--- src/dnle_pkg.sv ---
// shared types and constants of the dns name label encoder
// no dependencies
`timescale 1ns / 1ps
`default_nettype none

package dnle_pkg;

	localparam int MaxLabel   = 63;
	localparam int StoreDepth = 63;
	localparam int LaneCount  = 8;
	localparam int LaneW      = $clog2(LaneCount);
	localparam int RowCount   = (StoreDepth + LaneCount - 1) / LaneCount;
	localparam int RowW       = $clog2(RowCount);
	localparam int CountW     = 6;
	localparam int TotalW     = CountW + 1;
	localparam int WordIdxW   = TotalW - LaneW;
	localparam int WordW      = 64;
	localparam int ByteCountW = 4;

	localparam logic [7:0] ChEnd = 8'd0;
	localparam logic [7:0] ChDot = 8'd46;

	typedef enum logic [2:0] {
		PH_START     = 3'd0,
		PH_LEAD_DOT  = 3'd1,
		PH_IN_LABEL  = 3'd2,
		PH_AFTER_DOT = 3'd3,
		PH_DISCARD   = 3'd4
	} phase_t;

	typedef enum logic [1:0] {
		FL_IDLE = 2'd0,
		FL_READ = 2'd1,
		FL_EMIT = 2'd2,
		FL_BAD  = 2'd3
	} flush_state_t;

	// byte write into the label store
	typedef struct packed {
		logic             we;
		logic [RowW-1:0]  row;
		logic [LaneW-1:0] lane;
		logic [7:0]       data;
	} store_wr_t;

	// run request from the parser to the packer
	typedef struct packed {
		logic              run;
		logic              bad;
		logic [CountW-1:0] len;
		logic              term;
		logic              done;
	} run_req_t;

endpackage

`default_nettype wire

--- src/dnle_label_mem.sv ---
// label store: rows of eight bytes, byte-lane write, registered row read
// depends on dnle_pkg
`timescale 1ns / 1ps
`default_nettype none

module dnle_label_mem (
	input  wire                                          clk,
	input  dnle_pkg::store_wr_t                          wr,
	input  wire                                          rd_en,
	input  wire  [dnle_pkg::RowW-1:0]                    rd_row,
	output logic [dnle_pkg::LaneCount*8-1:0]             rd_data
);
	import dnle_pkg::*;

	logic [LaneCount*8-1:0] mem_q [RowCount];
	logic [LaneCount*8-1:0] rd_data_q;

	always_ff @(posedge clk) begin
		if (wr.we) begin
			mem_q[wr.row][{wr.lane, 3'b000} +: 8] <= wr.data;
		end
		if (rd_en) begin
			rd_data_q <= mem_q[rd_row];
		end
	end

	assign rd_data = rd_data_q;

endmodule

`default_nettype wire

--- src/dnle_parser.sv ---
// name parser: phase tracking, label byte writes and run requests
// depends on dnle_pkg
`timescale 1ns / 1ps
`default_nettype none

module dnle_parser (
	input  wire                  clk,
	input  wire                  arst_n,
	input  wire                  accept,
	input  wire  [7:0]           name_char,
	output dnle_pkg::store_wr_t  wr,
	output dnle_pkg::run_req_t   req
);
	import dnle_pkg::*;

	phase_t            phase_q, phase_d;
	logic [CountW-1:0] count_q, count_d;
	logic              is_end, is_dot;

	assign is_end = (name_char == ChEnd);
	assign is_dot = (name_char == ChDot);

	// next phase
	always_comb begin
		phase_d = phase_q;
		if (accept) begin
			unique case (phase_q)
				PH_LEAD_DOT: phase_d = is_end ? PH_START : PH_DISCARD;
				PH_IN_LABEL: begin
					if (is_end)
						phase_d = PH_START;
					else if (is_dot)
						phase_d = PH_AFTER_DOT;
					else if (count_q >= CountW'(MaxLabel))
						phase_d = PH_DISCARD;
				end
				PH_AFTER_DOT: begin
					if (is_end)
						phase_d = PH_START;
					else if (is_dot)
						phase_d = PH_DISCARD;
					else
						phase_d = PH_IN_LABEL;
				end
				PH_DISCARD: begin
					if (is_end)
						phase_d = PH_START;
				end
				default: begin
					if (is_end)
						phase_d = PH_START;
					else if (is_dot)
						phase_d = PH_LEAD_DOT;
					else
						phase_d = PH_IN_LABEL;
				end
			endcase
		end
	end

	// writes, count and run requests
	always_comb begin
		wr.we    = 1'b0;
		wr.row   = count_q[CountW-1:LaneW];
		wr.lane  = count_q[LaneW-1:0];
		wr.data  = name_char;
		req.run  = 1'b0;
		req.bad  = 1'b0;
		req.len  = '0;
		req.term = 1'b0;
		req.done = 1'b0;
		count_d  = count_q;
		if (accept) begin
			unique case (phase_q)
				PH_LEAD_DOT: begin
					if (is_end) begin
						req.run  = 1'b1;
						req.done = 1'b1;
					end else begin
						req.bad = 1'b1;
						count_d = '0;
					end
				end
				PH_IN_LABEL: begin
					if (is_end || is_dot) begin
						req.run  = 1'b1;
						req.len  = count_q;
						req.term = is_end;
						req.done = is_end;
						count_d  = '0;
					end else if (count_q >= CountW'(MaxLabel)) begin
						req.bad = 1'b1;
						count_d = '0;
					end else begin
						wr.we   = 1'b1;
						count_d = count_q + CountW'(1);
					end
				end
				PH_AFTER_DOT: begin
					if (is_end) begin
						req.run  = 1'b1;
						req.done = 1'b1;
					end else if (is_dot) begin
						req.bad = 1'b1;
						count_d = '0;
					end else begin
						wr.we   = 1'b1;
						wr.row  = '0;
						wr.lane = '0;
						count_d = CountW'(1);
					end
				end
				PH_DISCARD: begin
					if (is_end)
						count_d = '0;
				end
				default: begin
					count_d = '0;
					if (is_end) begin
						req.run  = 1'b1;
						req.done = 1'b1;
					end else if (!is_dot) begin
						wr.we   = 1'b1;
						wr.row  = '0;
						wr.lane = '0;
						count_d = CountW'(1);
					end
				end
			endcase
		end
	end

	always_ff @(posedge clk or negedge arst_n) begin
		if (!arst_n) begin
			phase_q <= PH_START;
			count_q <= '0;
		end else begin
			phase_q <= phase_d;
			count_q <= count_d;
		end
	end

endmodule

`default_nettype wire

--- src/dnle_packer.sv ---
// run packer: reads store rows and builds 64-bit result words into the output register
// depends on dnle_pkg
`timescale 1ns / 1ps
`default_nettype none

module dnle_packer (
	input  wire                                   clk,
	input  wire                                   arst_n,
	input  dnle_pkg::run_req_t                    req,
	output logic                                  idle,
	output logic                                  rd_en,
	output logic [dnle_pkg::RowW-1:0]             rd_row,
	input  wire  [dnle_pkg::LaneCount*8-1:0]      rd_data,
	output logic                                  out_valid,
	input  wire                                   out_ready,
	output logic [dnle_pkg::WordW-1:0]            data_word,
	output logic [dnle_pkg::ByteCountW-1:0]       byte_count,
	output logic                                  run_last,
	output logic                                  name_done,
	output logic                                  bad_name
);
	import dnle_pkg::*;

	flush_state_t        state_q, state_d;
	logic [CountW-1:0]   len_q;
	logic [TotalW-1:0]   total_q;
	logic                done_q;
	logic [WordIdxW-1:0] word_q;
	logic [7:0]          carry_q;
	logic                valid_q;
	logic [WordW-1:0]    word_out_q;
	logic [ByteCountW-1:0] count_out_q;
	logic                last_out_q, done_out_q, bad_out_q;

	logic                slot_free, load_word, load_bad;
	logic [TotalW-1:0]   remain;
	logic                is_last;
	logic [ByteCountW-1:0] cnt;
	logic [WordW-1:0]    word_raw, word_masked;
	logic [TotalW-1:0]   byte_idx;

	assign slot_free = !valid_q || out_ready;

	// bytes still to go in this run, and the count for the current word
	assign remain  = total_q - {word_q, {LaneW{1'b0}}};
	assign is_last = (remain <= TotalW'(LaneCount));
	assign cnt     = is_last ? remain[ByteCountW-1:0] : ByteCountW'(LaneCount);

	// word k = byte seven of row k-1 (length byte for k = 0), then row k bytes zero to six
	assign word_raw = {rd_data[(LaneCount-1)*8-1:0], carry_q};

	// zero every byte past the label and the terminator
	always_comb begin
		word_masked = '0;
		byte_idx    = '0;
		for (int j = 0; j < LaneCount; j++) begin
			byte_idx = {word_q, LaneW'(j)};
			if (byte_idx <= {1'b0, len_q})
				word_masked[j*8 +: 8] = word_raw[j*8 +: 8];
		end
	end

	// next state
	always_comb begin
		state_d = state_q;
		unique case (state_q)
			FL_IDLE: begin
				if (req.bad)
					state_d = FL_BAD;
				else if (req.run)
					state_d = FL_READ;
			end
			FL_READ: state_d = FL_EMIT;
			FL_EMIT: begin
				if (slot_free)
					state_d = is_last ? FL_IDLE : FL_READ;
			end
			FL_BAD: begin
				if (slot_free)
					state_d = FL_IDLE;
			end
			default: state_d = FL_IDLE;
		endcase
	end

	// outputs of the sequencer
	always_comb begin
		idle      = (state_q == FL_IDLE);
		rd_en     = (state_q == FL_READ);
		rd_row    = word_q[RowW-1:0];
		load_word = (state_q == FL_EMIT) && slot_free;
		load_bad  = (state_q == FL_BAD) && slot_free;
	end

	always_ff @(posedge clk or negedge arst_n) begin
		if (!arst_n) begin
			state_q <= FL_IDLE;
			valid_q <= 1'b0;
		end else begin
			state_q <= state_d;
			if (load_word || load_bad)
				valid_q <= 1'b1;
			else if (out_ready)
				valid_q <= 1'b0;
		end
	end

	always_ff @(posedge clk) begin
		if (idle && req.run) begin
			len_q   <= req.len;
			total_q <= {1'b0, req.len} + TotalW'(1) + TotalW'(req.term);
			done_q  <= req.done;
			word_q  <= '0;
			carry_q <= {{(8-CountW){1'b0}}, req.len};
		end else if (load_word) begin
			word_q  <= word_q + WordIdxW'(1);
			carry_q <= rd_data[LaneCount*8-1 -: 8];
		end
		if (load_word) begin
			word_out_q  <= word_masked;
			count_out_q <= cnt;
			last_out_q  <= is_last;
			done_out_q  <= done_q;
			bad_out_q   <= 1'b0;
		end else if (load_bad) begin
			word_out_q  <= '0;
			count_out_q <= '0;
			last_out_q  <= 1'b1;
			done_out_q  <= 1'b1;
			bad_out_q   <= 1'b1;
		end
	end

	assign out_valid  = valid_q;
	assign data_word  = word_out_q;
	assign byte_count = count_out_q;
	assign run_last   = last_out_q;
	assign name_done  = done_out_q;
	assign bad_name   = bad_out_q;

endmodule

`default_nettype wire

--- src/dns_name_label_encoder_unit.sv ---
// top level of the dns name label encoder
// depends on dnle_pkg, dnle_label_mem, dnle_parser and dnle_packer
`timescale 1ns / 1ps
`default_nettype none

// usage
// - s_axis carries one name character per request in tdata; 0 ends the name,
//   '.' separates labels, anything else is a label byte
// - m_axis carries encoded words: length byte, label bytes, then the zero
//   terminator at the end of the name, little-endian, first byte in bits 7:0
// - a label byte goes straight into the store; a dot or the end character
//   starts a flush of w = ceil(bytes / 8) words (at most nine); each word
//   takes one row read of the label store, then a load of the output register
// - the label store is a single-port-read memory of eight 8-byte rows, which
//   forces a separate read per word; s_axis_tready is low for the whole flush
// - an empty or overlong label gives one bad_name request with byte_count 0;
//   the rest of the name is then swallowed up to its end character
// - a stalled receiver holds the output register; the block keeps taking
//   label bytes meanwhile and only a new flush waits for the slot
// - reset clears the phase, label count and output valid; the store itself
//   is not cleared and needs no clearing pass since only written bytes are read
module dns_name_label_encoder_unit (
	input  wire         clk,
	input  wire         arst_n,
	// name_char [7:0]
	input  wire  [7:0]  s_axis_tdata,
	input  wire         s_axis_tvalid,
	output logic        s_axis_tready,
	// data_word [63:0], byte_count [67:64], zero fill [71:68]
	output logic [71:0] m_axis_tdata,
	// name_done [0], bad_name [1]
	output logic [1:0]  m_axis_tuser,
	// run_last
	output logic        m_axis_tlast,
	output logic        m_axis_tvalid,
	input  wire         m_axis_tready
);
	import dnle_pkg::*;

	store_wr_t                 wr;
	run_req_t                  req;
	logic                      accept;
	logic                      idle;
	logic                      rd_en;
	logic [RowW-1:0]           rd_row;
	logic [LaneCount*8-1:0]    rd_data;
	logic [WordW-1:0]          data_word;
	logic [ByteCountW-1:0]     byte_count;
	logic                      run_last, name_done, bad_name;

	// requests are only taken while no flush is in progress
	assign s_axis_tready = idle;
	assign accept        = s_axis_tvalid && idle;

	dnle_parser u_parser (
		.clk       (clk),
		.arst_n    (arst_n),
		.accept    (accept),
		.name_char (s_axis_tdata),
		.wr        (wr),
		.req       (req)
	);

	dnle_label_mem u_mem (
		.clk     (clk),
		.wr      (wr),
		.rd_en   (rd_en),
		.rd_row  (rd_row),
		.rd_data (rd_data)
	);

	dnle_packer u_packer (
		.clk        (clk),
		.arst_n     (arst_n),
		.req        (req),
		.idle       (idle),
		.rd_en      (rd_en),
		.rd_row     (rd_row),
		.rd_data    (rd_data),
		.out_valid  (m_axis_tvalid),
		.out_ready  (m_axis_tready),
		.data_word  (data_word),
		.byte_count (byte_count),
		.run_last   (run_last),
		.name_done  (name_done),
		.bad_name   (bad_name)
	);

	// pack the result fields onto the stream
	assign m_axis_tdata = {4'b0000, byte_count, data_word};
	assign m_axis_tuser = {bad_name, name_done};
	assign m_axis_tlast = run_last;

endmodule

`default_nettype wire

--- config.mk ---
export PLATFORM = sky130hd
export DESIGN_NAME = dns_name_label_encoder_unit
export DESIGN_NICKNAME = d
export VERILOG_FILES = /design/src/dnle_pkg.sv /design/src/dnle_label_mem.sv /design/src/dnle_parser.sv /design/src/dnle_packer.sv /design/src/dns_name_label_encoder_unit.sv
export SDC_FILE = /design/constraint.sdc
export NUM_CORES = 1
export LEC_CHECK = 0
export BUFFER_PORTS_ARGS = -buffer_cell sky130_fd_sc_hd__clkbuf_2
export CAP_MARGIN = 5
export CORE_UTILIZATION = 54
export CTS_CLUSTER_SIZE = 10
export DETAILED_ROUTE_END_ITERATION = 6
export PLACE_DENSITY = 0.86
export SETUP_SLACK_MARGIN = 0.3
export SYNTH_ARGS = -nofsm -noshare
export SYNTH_HDL_FRONTEND = slang
export SYNTH_SLANG_ARGS = --single-unit
--- constraint.sdc ---
create_clock -name clk -period 5.03 [get_ports clk]
set_clock_uncertainty 0.2 [all_clocks]
set_input_delay 1.006 -clock clk [delete_from_list [all_inputs] [get_ports clk]]
set_output_delay 1.006 -clock clk [all_outputs]
set_load 0.05 [all_outputs]
==> metrics.md <==
| Metric | Value |
|---|---|
| Status | finished, final reports clean |
| Count leader, synth | edfxtp_1 |
| Final core occ | 63.0% |
| Maximum vdd drop | 0.363 mV |
| Drt pass-1 iters | 7 |
| Pwr Total | 17.1 mW |
| Maximum net fanout on the critical path | 9 |
| CP dominant cell by count | ha_1 |
| Max Cap Viol | 0 |
| CTS Hold Bufs | 0 |
| Worst EP arrival | 4.46 ns |
| Total number of vias | 15100 |
| EDFF count, synth | 666 |
| Clock slew at reported path FFs | 0.05 ns |
| Port Buffer Count | 84 |
| Post-route DRC | 0 |
| Post-Synth Adder-Cell Area | 0.813% |
| Most common flop cell mapped by yosys | edfxtp_1 |
| Ys async rst share | approximately 1.8% |
| Yosys top cell area share | 73.8% |
| Longest Clk Path Bufs | 3 |
| Max-Slew Margin vs Limit | 22.2% |
| Post-synthesis sequential area ratio | 75.5% |
| Dpl hpwl | 38700 um |
| Routed wire length | 62500 um |
| TritonCTS clock tree | built |
| Clk root buf | clkbuf_16 |
| Initial antenna violation count | 1 |
| Area grow syn2layout | 14.6% |
| Critical path's slowest cell | or4_1 |
| Top cells by area, synth | edfxtp_1 74%, mux4_2 11%, nand2_1 3.1%, and2_1 2.7%, nor2_1 1.4% |
| Post-cts resize count | 0 |
| Final setup margin | 0.688 ns |
| Cell variety after synth | 60 |
| Syn_area_per_cell | 17.5 um^2 |
| Initial DRC count | 2280 |
| Fmax | 230 MHz |
| Most instantiated cells after synthesis | 666 x edfxtp_1, 225 x nand2_1, 128 x mux4_2 |
| Slew Viols, Final | 0 |
| P_leak | 10.9 nW |
| CP Buf/Inv Count | 3 |
| Row count | 81 |
| Complex-gate fraction of the synthesized area | 1.61% |
| HP Class | in -> async |
| Post-synthesis simple-gate area fraction | a little under a tenth |
| Nature of the critical path endpoint | register |
| Routed Antenna Nets | 0 |
| Total track usage | 25.6% |
| Critical Path Max Stage Delay | about 0.75 ns |
| Clk sinks | 685 |
| Mux cell area share after synthesis | 10.7% |
| Routability Congestion | 0.948 |
| Least-Margin Pin Slew | 1.17 ns |
| Final number of setup-violating endpoints | 0 |
| Post-CTS Setup Inserts | 0 |
| Area leader, netlist | edfxtp_1 |
| First-pass GRT wire length | 94400 um |
| Starting Density | 55.0% |
| Cell Chain, Critical Path | clkbuf_2 > or4_1 > a21oi_4 > or2_2 > and2_1 > inv_1 > ha_1 > ha_1 > nand2_1 > nor3_1 > nand3_1 > nor2_1 > buf_4 |
| Die H | roughly 230 um |
| FF+latch count, synth | roughly 700 |
| Share of cells above drive strength 1 | between 20% and 30% |
| Main combinational cell family by area after synthesis | multiplexers |
| Synthesized area | 27100 um^2 |
| Yosys warning count | 0 |
| CTS buffer count | 79 |
| Core ar. | 49300 um^2 |
| CP Class | in -> reg |
| CP required | 5.15 ns |
| Nets | 1761 |
| Vias/cell | 6.18 |
| Crit share post-route | 86.3% |
| Cell area power density | 552 nW/um^2 |
| Worst-skew pair later-pin latency | 0.61 ns |
| Largest net degree at the start of global routing | 83 |
| Full die area | 51100 um^2 |
| I/O pin cnt | 89 |
| RSZ-0062 raised after global routing | no |
| Fin crit period | ~4.3 ns |
| H-tree level count | 3 |
| CP Launch Type | input pin |
| Gr ovfl total | 0 |
| Syn Inst Count | 1549 |
| Top cell family by delay on the critical path | simple AND/OR/NAND/NOR gates |
| Final count of hold timing violations | 0 |
| Vias in the first global route | roughly 15000 |
| Pre-CTS setup slack | 0.182 ns |
| Die width | 226 um |
| Final setup TNS | 0 ns |
| DR WL/cell | around 26 um |
| Post-Synth XOR/XNOR Area | 0.323% |
[report_power, final]
group	total, mW	internal (mW)	switching [mW]
Combinational	4.37	1.54	2.83
Sequential	7.55	7.14	0.406
Clock	5.21	3.10	2.11
[kinds of logic (layout without fill, tap and decap cells)]
group,after synthesis,count (layout)
other,1,5
multiplexers,130,130
adder cells (fa/ha/maj),17,17
buffers and inverters,107,332
AO/OA/AOI/OAI,60,60
AND/OR/NAND/NOR,539,539
flip-flops,685,685
XOR/XNOR,10,10
[flip-flops by register name, indices dropped and copies added (netlist names), 2 cells and up]
signal / flops
u_packer.byte_count: 4
u_packer.total_q: 7
u_packer.carry_q: 8
u_packer.len_q: 6
u_mem.mem_q: 512
u_mem.rd_data: 64
u_packer.state_q: 2
u_parser.phase_q: 3
u_packer.data_word: 64
u_packer.word_q: 4
u_parser.count_q: 6
[cell type report]
| cell class | count | area [um^2] |
|---|---|---|
| flip-flops and latches | 685 | 20400 |
| fillers | 3226 | 18200 |
| multi-input cells | 760 | 6220 |
| clock buffers | 121 | 2250 |
| repair buffers | 175 | 1100 |
| well taps | 664 | 831 |
| inverters | 31 | 116 |
| clock inverters | 5 | 63.8 |
| diodes | 1 | 2.50 |
[worst paths after layout]
check / startpoint / endpoint / slack, ns / depth (start not counted)
max: s_axis_tdata[0] / u_mem.mem_q[5][36] / 0.69 / 13
min: arst_n / u_parser.phase_q[0] / 0.1 / 1
max reg2reg: u_parser.phase_q[2] / u_mem.mem_q[5][36] / 0.85 / 12
min reg2reg: u_packer.carry_q[7] / u_packer.carry_q[7] / 0.26 / 2
max in group asynchronous: arst_n / u_parser.count_q[4] / 4.26 / 1
min in group clk: u_packer.carry_q[7] / u_packer.carry_q[7] / 0.26 / 2
[metrics by stage]
| stage | hold slack [ns] | instance area [um^2] | std cells |
|---|---|---|---|
| floorplan | 0.236 | 27100 | 1552 |
| global placement | 0.246 | 28700 | 2315 |
| detailed placement | 0.255 | 28700 | 2315 |
| CTS | 0.0747 | 31000 | 2441 |
| global route | 0.108 | 31000 | 2441 |
| finish | 0.0989 | 31000 | 2442 |
[metal layers]
| layer | global-route usage (%) | up-vias | share of wire [%] |
|---|---|---|---|
| met5 | 0 | - | 0 |
| met4 | 12.8 | 0 | 4.7 |
| met1 | 34.0 | 7568 | 36 |
| met3 | 5.48 | 212 | 11 |
| met2 | 40.3 | 1052 | 48 |
| li1 | - | 6250 | - |
[cells in the final DEF, fill, tap and decap left out, types with 5 or more instances in the layout]
master     netlist  final
a21o_1           8      8
a21oi_1         11     11
and2_1         115    115
and3_1          11     11
buf_4            6     91
clkbuf_1        42     36
clkbuf_16        0     84
clkbuf_2         0     84
dfrtp_1         12     12
edfxtp_1       666    666
ha_1            16     16
inv_1           31     30
mux4_2         128    128
nand2_1        225    225
nand3_1         13     13
nand4_1          6      6
nor2_1          98     96
nor2b_1          6      6
nor3_1          38     37
nor4_1           5      5
o21ai_0         13     13
xnor2_1          7      7
No activity file was read; power rests on OpenSTA's default activity.
